File: config.mk
export PLATFORM = sky130hd
export DESIGN_NAME = ppm_frame_generator_top
export DESIGN_NICKNAME = d
export VERILOG_FILES = /design/src/hw/rtl/ppmfg_pkg.sv /design/src/hw/rtl/ppm_frame_generator_top.sv /design/src/hw/rtl/ppmfg_regs.sv /design/src/hw/rtl/ppmfg_width_mem.sv /design/src/hw/rtl/ppmfg_seq.sv /design/src/hw/rtl/ppmfg_out_buf.sv
export SDC_FILE = /design/constraint.sdc
export NUM_CORES = 1
export LEC_CHECK = 0
export BUFFER_PORTS_ARGS = -buffer_cell sky130_fd_sc_hd__buf_4
export CORE_MARGIN = 4
export CORE_UTILIZATION = 45
export DETAILED_ROUTE_END_ITERATION = 10
export GPL_TIMING_DRIVEN = 0
export SYNTH_ARGS = -nofsm -noshare
export SYNTH_HDL_FRONTEND = slang
export SYNTH_SLANG_ARGS = --single-unit
File: constraint.sdc
create_clock -name clk -period 15.6 [get_ports clk]
set_input_delay 2.34 -clock clk [delete_from_list [all_inputs] [get_ports clk]]
set_output_delay 2.34 -clock clk [all_outputs]
set_load 0.01 [all_outputs]
File: src/hw/rtl/ppmfg_pkg.sv
// Shared types, constants and register indexes for the PPM frame generator.
// No dependencies; every other file of the block refers to it by scoped names.
`timescale 1ns / 1ps

package ppmfg_pkg;

    // Default number of channels in one frame.
    localparam int CHANNEL_COUNT_DEF = 8;

    // Configuration register reset values.
    localparam logic [15:0] SPACE_USEC_RST = 16'd300;
    localparam logic [15:0] FRAME_USEC_RST = 16'd22500;
    localparam logic [15:0] MID_USEC_RST   = 16'd1200;
    localparam logic [14:0] RANGE_USEC_RST = 15'd500;
    localparam logic [15:0] INIT_USEC_RST  = 16'd1000;

    // Pulse width that every channel reads as after reset, until written.
    localparam logic [15:0] WIDTH_RST = 16'd1200;

    // Configuration register indexes (byte address divided by four).
    localparam logic [2:0] REG_SPACE = 3'd0;
    localparam logic [2:0] REG_FRAME = 3'd1;
    localparam logic [2:0] REG_MID   = 3'd2;
    localparam logic [2:0] REG_RANGE = 3'd3;
    localparam logic [2:0] REG_INIT  = 3'd4;

    // Input word modes.
    localparam logic MODE_TICK  = 1'b0;
    localparam logic MODE_WRITE = 1'b1;

    // Frame sequencer phases; each names the event that ends the running segment.
    typedef enum logic [1:0] {
        PH_START,
        PH_SPACE,
        PH_MARK,
        PH_LAST
    } phase_t;

    // Configuration register contents.
    typedef struct packed {
        logic [15:0] space_usec;
        logic [15:0] frame_usec;
        logic [15:0] mid_usec;
        logic [14:0] range_usec;
        logic [15:0] init_usec;
    } cfg_t;

    // Write request into the pulse width memory.
    typedef struct packed {
        logic        en;
        logic        bank;
        logic [3:0]  chan;
        logic [15:0] width;
    } mem_wr_t;

    // One result word.
    typedef struct packed {
        logic        pin_level;
        logic        frame_start;
        logic [15:0] overrun_count;
        logic [15:0] frame_time;
    } result_t;

endpackage

File: src/hw/rtl/ppm_frame_generator_top.sv
// PPM frame generator top level: register port, sequencer, width memory, result buffer.
// Depends on ppmfg_pkg and the ppmfg_regs, ppmfg_width_mem, ppmfg_seq, ppmfg_out_buf modules.
//
// Usage: each input word is either a one-microsecond tick (mode 0) or a channel
// write (mode 1, channel, signed value). Every accepted word yields exactly one
// result word with the line level, a frame start flag, the overrun count and the
// elapsed frame time. Both channels use valid/stall; a word moves when valid is
// high and stall is low.
// Throughput is one word per clock while item_stall is low, ticks and writes
// alike. Each result is registered in the result buffer. The sequencer handles
// each word combinationally; the width of the next mark is prefetched from the
// registered-read width memory using the sequencer's next state, so a mark can
// start on any tick. When the receiver stalls, results collect in an output
// register and a skid register; item_stall rises only once both hold a word.
// Reset restores the register defaults, starts a 1000-tick delay before the
// first frame and clears the memory's valid bits, so every channel width reads
// as 1200 until written. No clearing pass is needed; words are taken at once.
// Registers sit at byte addresses 0, 4, 8, 12 and 16 of the APB-style port.
`timescale 1ns / 1ps

module ppm_frame_generator_top
#(
    parameter int CHANNEL_COUNT = ppmfg_pkg::CHANNEL_COUNT_DEF
)
(
    input  logic                clk,
    input  logic                rst_n,
    input  logic                psel,
    input  logic                penable,
    input  logic                pwrite,
    input  logic [4:0]          paddr,
    input  logic [31:0]         pwdata,
    output logic [31:0]         prdata,
    output logic                pready,
    input  logic                item_valid,
    output logic                item_stall,
    input  logic                mode,
    input  logic [3:0]          channel,
    input  logic signed [15:0]  value,
    output logic                result_valid,
    input  logic                result_stall,
    output logic                pin_level,
    output logic                frame_start,
    output logic [15:0]         overrun_count,
    output logic [15:0]         frame_time
);

    ppmfg_pkg::cfg_t      cfg;
    ppmfg_pkg::mem_wr_t   mem_wr;
    ppmfg_pkg::result_t   seq_result;
    ppmfg_pkg::result_t   out_data;
    logic                 rd_bank;
    logic [3:0]           rd_chan;
    logic [15:0]          mem_width;
    logic                 accept;
    logic                 buf_full;

    assign item_stall = buf_full;
    assign accept     = item_valid && !item_stall;

    // Configuration registers.
    ppmfg_regs u_regs
    (
        .clk     (clk),
        .rst_n   (rst_n),
        .psel    (psel),
        .penable (penable),
        .pwrite  (pwrite),
        .paddr   (paddr),
        .pwdata  (pwdata),
        .prdata  (prdata),
        .pready  (pready),
        .cfg     (cfg)
    );

    // Double-banked channel widths.
    ppmfg_width_mem #(.CHANNEL_COUNT(CHANNEL_COUNT)) u_mem
    (
        .clk      (clk),
        .rst_n    (rst_n),
        .wr       (mem_wr),
        .rd_bank  (rd_bank),
        .rd_chan  (rd_chan),
        .rd_width (mem_width)
    );

    // Frame sequencer.
    ppmfg_seq #(.CHANNEL_COUNT(CHANNEL_COUNT)) u_seq
    (
        .clk       (clk),
        .rst_n     (rst_n),
        .accept    (accept),
        .mode      (mode),
        .channel   (channel),
        .value     (value),
        .cfg       (cfg),
        .mem_width (mem_width),
        .mem_wr    (mem_wr),
        .rd_bank   (rd_bank),
        .rd_chan   (rd_chan),
        .result    (seq_result)
    );

    // Result buffer.
    ppmfg_out_buf u_out
    (
        .clk       (clk),
        .rst_n     (rst_n),
        .push      (accept),
        .push_data (seq_result),
        .full      (buf_full),
        .out_valid (result_valid),
        .out_stall (result_stall),
        .out_data  (out_data)
    );

    assign pin_level     = out_data.pin_level;
    assign frame_start   = out_data.frame_start;
    assign overrun_count = out_data.overrun_count;
    assign frame_time    = out_data.frame_time;

    // The input side is held off only while a result is waiting at the output.
    assert property (@(posedge clk) disable iff (!rst_n) item_stall |-> result_valid)
        else $error("input stalled with an empty output register");

    // A width write never lands in the bank being prefetched for playback.
    assert property (@(posedge clk) disable iff (!rst_n) mem_wr.en |-> (mem_wr.bank != rd_bank))
        else $error("width write collides with the playback bank");

    // A frame begins with the line low and the frame time at zero.
    assert property (@(posedge clk) disable iff (!rst_n)
                     (result_valid && frame_start) |-> (!pin_level && (frame_time == 16'd0)))
        else $error("frame start with wrong line level or frame time");

    // A word accepted into a free buffer shows up as a valid result on the next edge.
    assert property (@(posedge clk) disable iff (!rst_n) accept |=> result_valid)
        else $error("accepted word produced no result");

endmodule

File: src/hw/rtl/ppmfg_regs.sv
// Configuration register file with its APB-style access port.
// Depends on ppmfg_pkg for register indexes, reset values and cfg_t.
`timescale 1ns / 1ps

module ppmfg_regs
(
    input  logic                clk,
    input  logic                rst_n,
    input  logic                psel,
    input  logic                penable,
    input  logic                pwrite,
    input  logic [4:0]          paddr,
    input  logic [31:0]         pwdata,
    output logic [31:0]         prdata,
    output logic                pready,
    output ppmfg_pkg::cfg_t     cfg
);

    ppmfg_pkg::cfg_t cfg_reg;
    logic            wr_en;
    logic [2:0]      reg_idx;

    assign pready  = 1'b1;
    assign reg_idx = paddr[4:2];
    assign wr_en   = psel && penable && pwrite && pready;
    assign cfg     = cfg_reg;

    // Register writes; indexes beyond the list are dropped.
    always_ff @(posedge clk or negedge rst_n)
    begin
        if (!rst_n)
        begin
            cfg_reg.space_usec <= ppmfg_pkg::SPACE_USEC_RST;
            cfg_reg.frame_usec <= ppmfg_pkg::FRAME_USEC_RST;
            cfg_reg.mid_usec   <= ppmfg_pkg::MID_USEC_RST;
            cfg_reg.range_usec <= ppmfg_pkg::RANGE_USEC_RST;
            cfg_reg.init_usec  <= ppmfg_pkg::INIT_USEC_RST;
        end
        else if (wr_en)
        begin
            unique case (reg_idx)
                ppmfg_pkg::REG_SPACE: cfg_reg.space_usec <= pwdata[15:0];
                ppmfg_pkg::REG_FRAME: cfg_reg.frame_usec <= pwdata[15:0];
                ppmfg_pkg::REG_MID:   cfg_reg.mid_usec   <= pwdata[15:0];
                ppmfg_pkg::REG_RANGE: cfg_reg.range_usec <= pwdata[14:0];
                ppmfg_pkg::REG_INIT:  cfg_reg.init_usec  <= pwdata[15:0];
                default:              ;
            endcase
        end
    end

    // Read data mux.
    always_comb
    begin
        unique case (reg_idx)
            ppmfg_pkg::REG_SPACE: prdata = {16'd0, cfg_reg.space_usec};
            ppmfg_pkg::REG_FRAME: prdata = {16'd0, cfg_reg.frame_usec};
            ppmfg_pkg::REG_MID:   prdata = {16'd0, cfg_reg.mid_usec};
            ppmfg_pkg::REG_RANGE: prdata = {17'd0, cfg_reg.range_usec};
            ppmfg_pkg::REG_INIT:  prdata = {16'd0, cfg_reg.init_usec};
            default:              prdata = 32'd0;
        endcase
    end

endmodule

File: src/hw/rtl/ppmfg_width_mem.sv
// Two-bank pulse width memory: one write port, one registered read port.
// Depends on ppmfg_pkg for mem_wr_t and the reset width.
`timescale 1ns / 1ps

module ppmfg_width_mem
#(
    parameter int CHANNEL_COUNT = ppmfg_pkg::CHANNEL_COUNT_DEF
)
(
    input  logic                 clk,
    input  logic                 rst_n,
    input  ppmfg_pkg::mem_wr_t   wr,
    input  logic                 rd_bank,
    input  logic [3:0]           rd_chan,
    output logic [15:0]          rd_width
);

    localparam int DEPTH = 2 * CHANNEL_COUNT;
    localparam int AW    = $clog2(DEPTH);

    logic [15:0]      width_mem [DEPTH];
    logic [DEPTH-1:0] valid_reg;
    logic [15:0]      rd_data_reg;
    logic             rd_valid_reg;
    logic [AW-1:0]    waddr;
    logic [AW-1:0]    raddr;

    // Bank one sits above bank zero.
    function automatic logic [AW-1:0] addr_of(input logic bank, input logic [3:0] chan);
        logic [AW-1:0] base;
        base    = bank ? AW'(CHANNEL_COUNT) : {AW{1'b0}};
        addr_of = base + AW'(chan);
    endfunction

    assign waddr = addr_of(wr.bank, wr.chan);
    assign raddr = addr_of(rd_bank, rd_chan);

    // Storage array and its registered read.
    always_ff @(posedge clk)
    begin
        if (wr.en)
        begin
            width_mem[waddr] <= wr.width;
        end
        rd_data_reg <= width_mem[raddr];
    end

    // Per-entry valid bits; an entry never written reads as the reset width.
    always_ff @(posedge clk or negedge rst_n)
    begin
        if (!rst_n)
        begin
            valid_reg    <= '0;
            rd_valid_reg <= 1'b0;
        end
        else
        begin
            if (wr.en)
            begin
                valid_reg[waddr] <= 1'b1;
            end
            rd_valid_reg <= valid_reg[raddr];
        end
    end

    assign rd_width = rd_valid_reg ? rd_data_reg : ppmfg_pkg::WIDTH_RST;

endmodule

File: src/hw/rtl/ppmfg_seq.sv
// Frame sequencer: segment timer, phase machine, bank control and value conversion.
// Depends on ppmfg_pkg; reads widths through a registered-read memory it prefetches.
`timescale 1ns / 1ps

module ppmfg_seq
#(
    parameter int CHANNEL_COUNT = ppmfg_pkg::CHANNEL_COUNT_DEF
)
(
    input  logic                 clk,
    input  logic                 rst_n,
    input  logic                 accept,
    input  logic                 mode,
    input  logic [3:0]           channel,
    input  logic signed [15:0]   value,
    input  ppmfg_pkg::cfg_t      cfg,
    input  logic [15:0]          mem_width,
    output ppmfg_pkg::mem_wr_t   mem_wr,
    output logic                 rd_bank,
    output logic [3:0]           rd_chan,
    output ppmfg_pkg::result_t   result
);

    localparam logic [3:0] LAST_CHAN = 4'(CHANNEL_COUNT - 1);
    localparam logic [4:0] CHAN_LIM  = 5'(CHANNEL_COUNT);

    ppmfg_pkg::phase_t phase_reg, phase_next;
    logic [3:0]  chan_idx_reg, chan_idx_next;
    logic [15:0] seg_left_reg, seg_left_next;
    logic [15:0] frame_cnt_reg, frame_cnt_next;
    logic        active_bank_reg, active_bank_next;
    logic        bank_done_reg, bank_done_next;
    logic [15:0] overrun_reg, overrun_next;
    logic        line_reg, line_next;

    logic        tick;
    logic        wr_item;
    logic        fire;
    logic        started;
    logic        chan_ok;
    logic [16:0] remain;
    logic [15:0] remain_len;
    logic [15:0] space_len;
    logic [15:0] mark_len;

    logic signed [16:0] half;
    logic signed [17:0] target;
    logic signed [17:0] lo_lim;
    logic signed [17:0] hi_lim;
    logic signed [17:0] clipped;
    logic [15:0]        conv_width;

    assign tick    = accept && (mode == ppmfg_pkg::MODE_TICK);
    assign wr_item = accept && (mode == ppmfg_pkg::MODE_WRITE);
    assign fire    = tick && (seg_left_reg <= 16'd1);
    assign chan_ok = {1'b0, channel} < CHAN_LIM;

    // Saturating frame time; a frame start clears it and a write word leaves it alone.
    always_comb
    begin
        frame_cnt_next = frame_cnt_reg;
        if (fire && (phase_reg == ppmfg_pkg::PH_START))
        begin
            frame_cnt_next = 16'd0;
        end
        else if (tick && (frame_cnt_reg != 16'hFFFF))
        begin
            frame_cnt_next = frame_cnt_reg + 16'd1;
        end
    end

    // Segment lengths; anything at or below zero lasts one tick.
    assign space_len  = (cfg.space_usec == 16'd0) ? 16'd1 : cfg.space_usec;
    assign mark_len   = (mem_width == 16'd0) ? 16'd1 : mem_width;
    assign remain     = {1'b0, cfg.frame_usec} - {1'b0, frame_cnt_next};
    assign remain_len = (remain[16] || (remain[15:0] == 16'd0)) ? 16'd1 : remain[15:0];

    // Channel value to pulse width: half the value rounded toward zero, then clipped.
    always_comb
    begin
        half    = (17'(value) >>> 1) + signed'({16'd0, value[15] & value[0]});
        target  = 18'(signed'({2'b00, cfg.mid_usec})) + 18'(half);
        lo_lim  = signed'({2'b00, cfg.mid_usec}) - signed'({3'b000, cfg.range_usec});
        hi_lim  = signed'({2'b00, cfg.mid_usec}) + signed'({3'b000, cfg.range_usec});
        clipped = target;
        if (clipped < lo_lim)
        begin
            clipped = lo_lim;
        end
        if (clipped > hi_lim)
        begin
            clipped = hi_lim;
        end
        if (clipped < 18'sd0)
        begin
            conv_width = 16'd0;
        end
        else if (clipped > 18'sd65535)
        begin
            conv_width = 16'hFFFF;
        end
        else
        begin
            conv_width = clipped[15:0];
        end
    end

    // Phase next state.
    always_comb
    begin
        phase_next = phase_reg;
        if (fire)
        begin
            unique case (phase_reg)
                ppmfg_pkg::PH_START: phase_next = ppmfg_pkg::PH_SPACE;
                ppmfg_pkg::PH_SPACE: phase_next = ppmfg_pkg::PH_MARK;
                ppmfg_pkg::PH_MARK:  phase_next = (chan_idx_reg == LAST_CHAN) ?
                                                  ppmfg_pkg::PH_LAST : ppmfg_pkg::PH_SPACE;
                ppmfg_pkg::PH_LAST:  phase_next = ppmfg_pkg::PH_START;
            endcase
        end
    end

    // Event actions of the phase that ends, plus bank bookkeeping on writes.
    always_comb
    begin
        chan_idx_next    = chan_idx_reg;
        seg_left_next    = seg_left_reg;
        active_bank_next = active_bank_reg;
        bank_done_next   = bank_done_reg;
        overrun_next     = overrun_reg;
        line_next        = line_reg;
        started          = 1'b0;
        if (tick && !fire)
        begin
            seg_left_next = seg_left_reg - 16'd1;
        end
        else if (fire)
        begin
            unique case (phase_reg)
                ppmfg_pkg::PH_START:
                begin
                    line_next     = 1'b0;
                    seg_left_next = space_len;
                    started       = 1'b1;
                    if (bank_done_reg)
                    begin
                        bank_done_next   = 1'b0;
                        active_bank_next = ~active_bank_reg;
                    end
                    else
                    begin
                        overrun_next = overrun_reg + 16'd1;
                    end
                end
                ppmfg_pkg::PH_SPACE:
                begin
                    line_next     = 1'b1;
                    seg_left_next = mark_len;
                end
                ppmfg_pkg::PH_MARK:
                begin
                    line_next     = 1'b0;
                    seg_left_next = space_len;
                    chan_idx_next = (chan_idx_reg == LAST_CHAN) ? 4'd0 : chan_idx_reg + 4'd1;
                end
                ppmfg_pkg::PH_LAST:
                begin
                    line_next     = 1'b1;
                    seg_left_next = remain_len;
                end
            endcase
        end
        if (wr_item && ({1'b0, channel} == {1'b0, LAST_CHAN}))
        begin
            bank_done_next = 1'b1;
        end
    end

    // Writes go to the bank not being played.
    assign mem_wr.en    = wr_item && chan_ok;
    assign mem_wr.bank  = ~active_bank_reg;
    assign mem_wr.chan  = channel;
    assign mem_wr.width = conv_width;

    // Prefetch the width of the next state's channel so it is ready once the state registers take that state.
    assign rd_bank = active_bank_next;
    assign rd_chan = chan_idx_next;

    assign result.pin_level     = line_next;
    assign result.frame_start   = started;
    assign result.overrun_count = overrun_next;
    assign result.frame_time    = frame_cnt_next;

    // State registers.
    always_ff @(posedge clk or negedge rst_n)
    begin
        if (!rst_n)
        begin
            phase_reg       <= ppmfg_pkg::PH_START;
            chan_idx_reg    <= 4'd0;
            seg_left_reg    <= ppmfg_pkg::INIT_USEC_RST;
            frame_cnt_reg   <= 16'd0;
            active_bank_reg <= 1'b0;
            bank_done_reg   <= 1'b1;
            overrun_reg     <= 16'd0;
            line_reg        <= 1'b0;
        end
        else
        begin
            phase_reg       <= phase_next;
            chan_idx_reg    <= chan_idx_next;
            seg_left_reg    <= seg_left_next;
            frame_cnt_reg   <= frame_cnt_next;
            active_bank_reg <= active_bank_next;
            bank_done_reg   <= bank_done_next;
            overrun_reg     <= overrun_next;
            line_reg        <= line_next;
        end
    end

endmodule

File: src/hw/rtl/ppmfg_out_buf.sv
// Two-entry result buffer (output register plus skid register).
// Depends on ppmfg_pkg for result_t.
`timescale 1ns / 1ps

module ppmfg_out_buf
(
    input  logic                 clk,
    input  logic                 rst_n,
    input  logic                 push,
    input  ppmfg_pkg::result_t   push_data,
    output logic                 full,
    output logic                 out_valid,
    input  logic                 out_stall,
    output ppmfg_pkg::result_t   out_data
);

    logic               out_valid_reg;
    logic               skid_valid_reg;
    ppmfg_pkg::result_t out_data_reg;
    ppmfg_pkg::result_t skid_data_reg;
    logic               drain;

    assign drain     = out_valid_reg && !out_stall;
    assign full      = skid_valid_reg;
    assign out_valid = out_valid_reg;
    assign out_data  = out_data_reg;

    // Valid flags.
    always_ff @(posedge clk or negedge rst_n)
    begin
        if (!rst_n)
        begin
            out_valid_reg  <= 1'b0;
            skid_valid_reg <= 1'b0;
        end
        else if (skid_valid_reg)
        begin
            if (drain)
            begin
                skid_valid_reg <= 1'b0;
            end
        end
        else if (push)
        begin
            if (out_valid_reg && !drain)
            begin
                skid_valid_reg <= 1'b1;
            end
            else
            begin
                out_valid_reg <= 1'b1;
            end
        end
        else if (drain)
        begin
            out_valid_reg <= 1'b0;
        end
    end

    // Payload moves; no reset needed.
    always_ff @(posedge clk)
    begin
        if (skid_valid_reg)
        begin
            if (drain)
            begin
                out_data_reg <= skid_data_reg;
            end
        end
        else if (push)
        begin
            if (out_valid_reg && !drain)
            begin
                skid_data_reg <= push_data;
            end
            else
            begin
                out_data_reg <= push_data;
            end
        end
    end

endmodule
# Yosys cells after proc, flatten, opt, wreduce, memory -nomap -nowiden
# Memories as Yosys holds them, arrays and structs flattened. A register that Yosys moved wholly into a read port is not among the register bits.
# Index checks and enable logic that the tools add are counted.
dict set report word_totals {
  regBits 223
  ram_bits 256
  out_inout_bits 69
  mem_count 1
}
dict set report op_classes {
  addsub 11
  magnitude_cmp 9
  n_eq_ne 14
  n_mux 57
  n_bitwise 5
  reduce_logical 40
}
# memory depth word_bits read_ports rd_clocked_by_memory_dff wr line_no
set memory_table {}
lappend memory_table {u_mem.width_mem 16 16 1 1 1 ppmfg_width_mem.sv:21} ;# logic [15:0] width_mem [DEPTH];
# operator n
set ops {}
lappend ops {{2-to-1 mux 16 bit} 14}
lappend ops {{2-to-1 mux 34 bit} 4}
lappend ops {{case mux 16 bit (5 select lines)} 1}
lappend ops {{zero test 16 bit} 3}
lappend ops {{case mux 16 bit (3 select lines)} 1}
lappend ops {{2-to-1 mux 18 bit} 2}
lappend ops {{adder 16 x 1 -> 16 bit, second input constant} 2}
lappend ops {{2-to-1 mux 1 bit} 24}
lappend ops {{2-to-1 mux 4 bit} 6}
lappend ops {{adder 17 x 16 -> 18 bit} 1}
lappend ops {{greater-than comparator 18 x 17 -> 1 bit, second input constant} 1}
lappend ops {{greater-than comparator 18 bit} 1}
lappend ops {{< comparator 18 x 1 -> 1 bit, second input constant} 1}
lappend ops {{< comparator 18 bit} 1}
lappend ops {{adder 16 x 15 -> 17 bit} 1}
lappend ops {{subtractor 16 x 15 -> 17 bit} 1}
lappend ops {{subtractor 16 x 16 -> 17 bit} 1}
lappend ops {{adder 15 x 2 -> 16 bit} 1}
lappend ops {{<= comparator 16 x 1 -> 1 bit, second input constant} 1}
lappend ops {{inequality test 16 bit, second input constant} 1}
lappend ops {{OR 16 bit} 1}
lappend ops {{subtractor 16 x 1 -> 16 bit, second input constant} 1}
lappend ops {{logical AND 1 bit} 14}
lappend ops {{AND reduction 3 bit} 4}
lappend ops {{27 further kinds} 48}

# Longest topological paths before layout
dict set report logic_depth {
  ltp_word 13
  mapped_depth 33
  ltp_nobuf 30
}

# Cells and area by module
# A second synthesis with hierarchy kept.
dict set report unflattened {
  cells_unflattened 1824
  hier_area_um2 25142.9
}
# mod n_inst cells_each area_each_um2 seq_area_each_um2
set by_module_without_submodules {}
lappend by_module_without_submodules {ppmfg_width_mem 1 499 11016.8 8433.1}
lappend by_module_without_submodules {ppmfg_seq 1 932 7648.6 1435.1}
lappend by_module_without_submodules {ppmfg_regs 1 274 3838.7 2013.2}
lappend by_module_without_submodules {ppmfg_out_buf 1 118 2625.0 2092.0}
lappend by_module_without_submodules {ppm_frame_generator_top 1 1 13.8 0.0}

# Worst setup path before layout
# Ideal clock, no wire load.
dict set report synth_path {
  path_type {input -> register}
  from {in value[15]}
  to {mem u_mem.width_mem[0][10] (data pin)}
  setup_ps 347
  arrival_ps 9177
  t_required_ps 15253
  setup_slack_ps 6075
  stages 31
  path_cell_list {and2_1 > fa_1 > fa_1 > a21oi_1 > o211ai_1 > a31o_2 > a41o_1 > o221ai_1 > xor2_1 > inv_1 > ha_1 > a21oi_1 > a21oi_1 > a22oi_1 > nand2_1 > mux2i_1 > clkbuf_1 > mux2i_1 > inv_1 > ha_1 > nor2b_1 > o21a_1 > o21a_1 > o21a_1 > o21ai_0 > a21boi_0 > o221ai_1 > and4_1 > clkbuf_1 > clkbuf_1 > a221oi_1}
}
# element line_no
set synth_lines {}
lappend synth_lines {{from (decl)} ppm_frame_generator_top.sv:39} ;# input logic signed [15:0] value,
lappend synth_lines {{to (decl)} ppmfg_width_mem.sv:21}

==> impl_metrics.csv <==
group,metric,value,unit
run_status,status,"finished clean",
global_routing,first_global_vias,15700,
drt,vias_per_cell,5.61,
cells_and_area,area_growth,16.1,%
synth,async_flop_share,31.3,%
drt,initialDrtViolationCount,1209,
cells_and_area,nets,2237,
floorplanning,fp.dieH,242,um
global_routing,grt_usage,20.8,%
clock_network,cts_tree,"built",
global_routing,grt_max_degree,104,
synth,ys.flop_type,"edfxtp_1",
pwr,vdd_drop_max,0.181,mV
worst_setup_path,worstPathArrival,11500,ps
clock_network,cts_root_buffer,"clkbuf_16",
clock_network,cts_buffer_depth,3,
clock_network,numCtsBuffers,54,
pwr,p_per_area,187,mW/mm2
sta,max_slew.worst_pin.slew,1330,ps
clock_network,htree_levels,2,
cells_and_area,final_common_cell,"edfxtp_1",
cells_and_area,final_cell_mix,"edfxtp_1, mux2i_1, buf_4, dfrtp_1, mux2_2",
floorplanning,pin_count,134,
clock_network,postCtsHoldBufs,0,
sta,max_freq,0.0906,GHz
sta,slew_headroom,10.9,%
clock_network,postCtsSetupRepairBufs,0,
cells_and_area,diodes,0,
cells_and_area,largest_reg_flops,256,
clock_network,clock_sinks,495,
sta,finClkSkew,35.5,ps
cells_and_area,nFillCells,4562,
floorplanning,die-area,0.0586,mm2
hold_path,hold_class,"reg -> reg",
drt,route.detailed.drc,0,
global_routing,grt_pass1_wl,95.0,mm
pwr,p_leak,11.3,nW
worst_setup_path,crit_fanout,10,
floorplanning,coreArea,0.0540,mm2
floorplanning,start_util,45.6,%
sta,drv_slew,0,
place,globalplace.congestion,0.895,
sta,hold_viol_final,0,
worst_setup_path,crit_type,"in -> reg",
sta,fin_crit_sh,70.8,%
sta,setup_viol,0,
synth,syn_inst,1863,
synth,synth_edf_count,324,
synth,synth_cell_type_count,87,
global_routing,overflow,0,
worst_setup_path,cp-start-kind,"input port",
worst_setup_path,worstPathRequired,16060,ps
floorplanning,die_w,242,um
cells_and_area,layout-drive-gt1-share,23.9,%
floorplanning,fp-row-count,85,
sta,tns,0,ps
sta,rsz0062_at_grt,"false",
clock_network,insertion_delay,620,ps
synth,syn_area,0.0247,mm2
place,hpwl,45.5,mm
drt,vias,15800,
worst_setup_path,critPathSlowestCell,"a221oi_1",
worst_setup_path,worst_setup_path_end_kind,"flip-flop",
synth,ys_seq_elements,495,
clock_network,post_cts_resized,0,
synth,syn_avg_cell_area,13.2,um2
place,numPortBuffers,97,
drt,first_pass_iters,5,
sta,period_needed,11040,ps
worst_setup_path,max_stage_delay,1010,ps
synth,yosysSeqAreaShare,56.7,%
run,drv_cap,0,
sta,whs,472,ps
drt,avgRoutedWirePerCell,22.1,um
drt,antenna_left,0,
synth,synth_warnings,0,
clock_network,clk_pin_slew,60,ps
drt,wl,61.9,mm
worst_setup_path,crit_top_cell,"clkbuf_1",
global_routing,antenna_found_initial,4,
[stage by stage]
| step | worst slack, ps | cells | total power, mW | utilization [%] | instance area [um2] |
|---|---|---|---|---|---|
| 2_1_floorplan | 6080 | 1878 | 3.33 | - | 24700 |
| 3_3_place_gp | 3510 | 2671 | 3.94 | 48.7 | 26300 |
| 3_5_place_dp | 4070 | 2707 | 4.19 | 49.9 | 26900 |
| 4_1_cts | 4710 | 2809 | 5.40 | 53.0 | 28600 |
| 5_1_grt | 4220 | 2809 | 5.67 | 53.0 | 28600 |
| 6_report | 4560 | 2809 | 5.36 | 53.0 | 28600 |
[where the power goes]
part           switching (mW)  total, mW  internal, mW
sequential              0.117       2.12          2.00
clock                   0.532       1.20         0.665
combinational            1.30       2.04         0.747
total                    1.95       5.36          3.42
[layout make-up]
class | count | area (um2) | share of cell area [%]
plain buffers | 87 | 448 | 1.56
clock buffers | 65 | 1410 | 4.91
clock inverters | 37 | 279 | 0.975
inverters | 97 | 365 | 1.28
multi-input cells | 1199 | 10100 | 35.2
flip-flops and latches | 495 | 14000 | 48.8
well taps | 696 | 871 | 3.04
repair buffers | 133 | 1210 | 4.23
[synthesized netlist by cell type (7+ instances only)]
cell	instances	area, um2
o21ai_0	47	235
a211oi_1	9	67.6
mux4_2	34	766
edfxtp_1	324	9730
buf_2	16	80.1
o22ai_1	16	100
nand2b_1	14	87.6
nand4_1	19	119
xnor2_1	67	587
a221oi_1	24	210
a21oi_1	73	365
or2_2	20	125
xor2_1	30	263
nor4_1	14	87.6
clkbuf_1	44	165
dfstp_2	36	946
nor3_1	12	60.1
and3_1	13	81.3
nor2b_1	15	93.8
nand3_1	29	145
o21bai_1	9	67.6
a31oi_1	9	56.3
mux2i_1	170	1700
o211ai_1	7	52.6
a21o_1	20	150
mux2_2	108	1220
and2_1	7	43.8
nand2_1	99	372
dfrtp_1	119	2980
buf_4	19	143
dfxtp_1	16	320
ha_1	100	1250
o21a_1	9	67.6
nor2_1	81	304
inv_1	95	357
a22oi_1	31	233
[worst max-delay path, delay by kind of cell]
family                   cells  cell delay [ps]
AO/OA/AOI/OAI               12             3510
buffers and inverters        7             1770
adder cells (fa/ha/maj)      4             1500
multiplexers                 2             1110
AND/OR/NAND/NOR              6              910
XOR/XNOR                     1              320
[final timing paths]
kind	from	end	slack, ps	cells after the start
min in group asynchronous	rst_n	u_regs.cfg[13]	1640	1
max	value[15]	u_mem.width_mem[11][12]	4560	32
min	u_mem.valid_reg[11]	u_mem.valid_reg[11]	470	1
max reg2reg	u_regs.cfg[31]	u_mem.width_mem[11][12]	5660	31
min reg2reg	u_mem.valid_reg[11]	u_mem.valid_reg[11]	470	1
max in group asynchronous	rst_n	u_seq.chan_idx_reg[3]	13100	2
[routing by layer]
layer | part of all wire [%] | vias up | global-route usage [%]
met5 | 0 | - | 0
met4 | 2.8 | 0 | 5.87
met3 | 4.7 | 94 | 3.23
met2 | 47 | 348 | 34.0
met1 | 45 | 7926 | 29.0
li1 | - | 7398 | -
[kinds of logic after synthesis]
family / after synthesis / synth area share, %
fa+ha+maj: 105 / 5.48
xor+xnor: 99 / 3.62
flops: 495 / 56.7
simple gates: 362 / 7.56
buf+inv: 184 / 3.30
compound gates: 302 / 8.24
other cells: 2 / 0.0305
mux: 314 / 15.1
No activity file was read; power rests on OpenSTA's default activity.
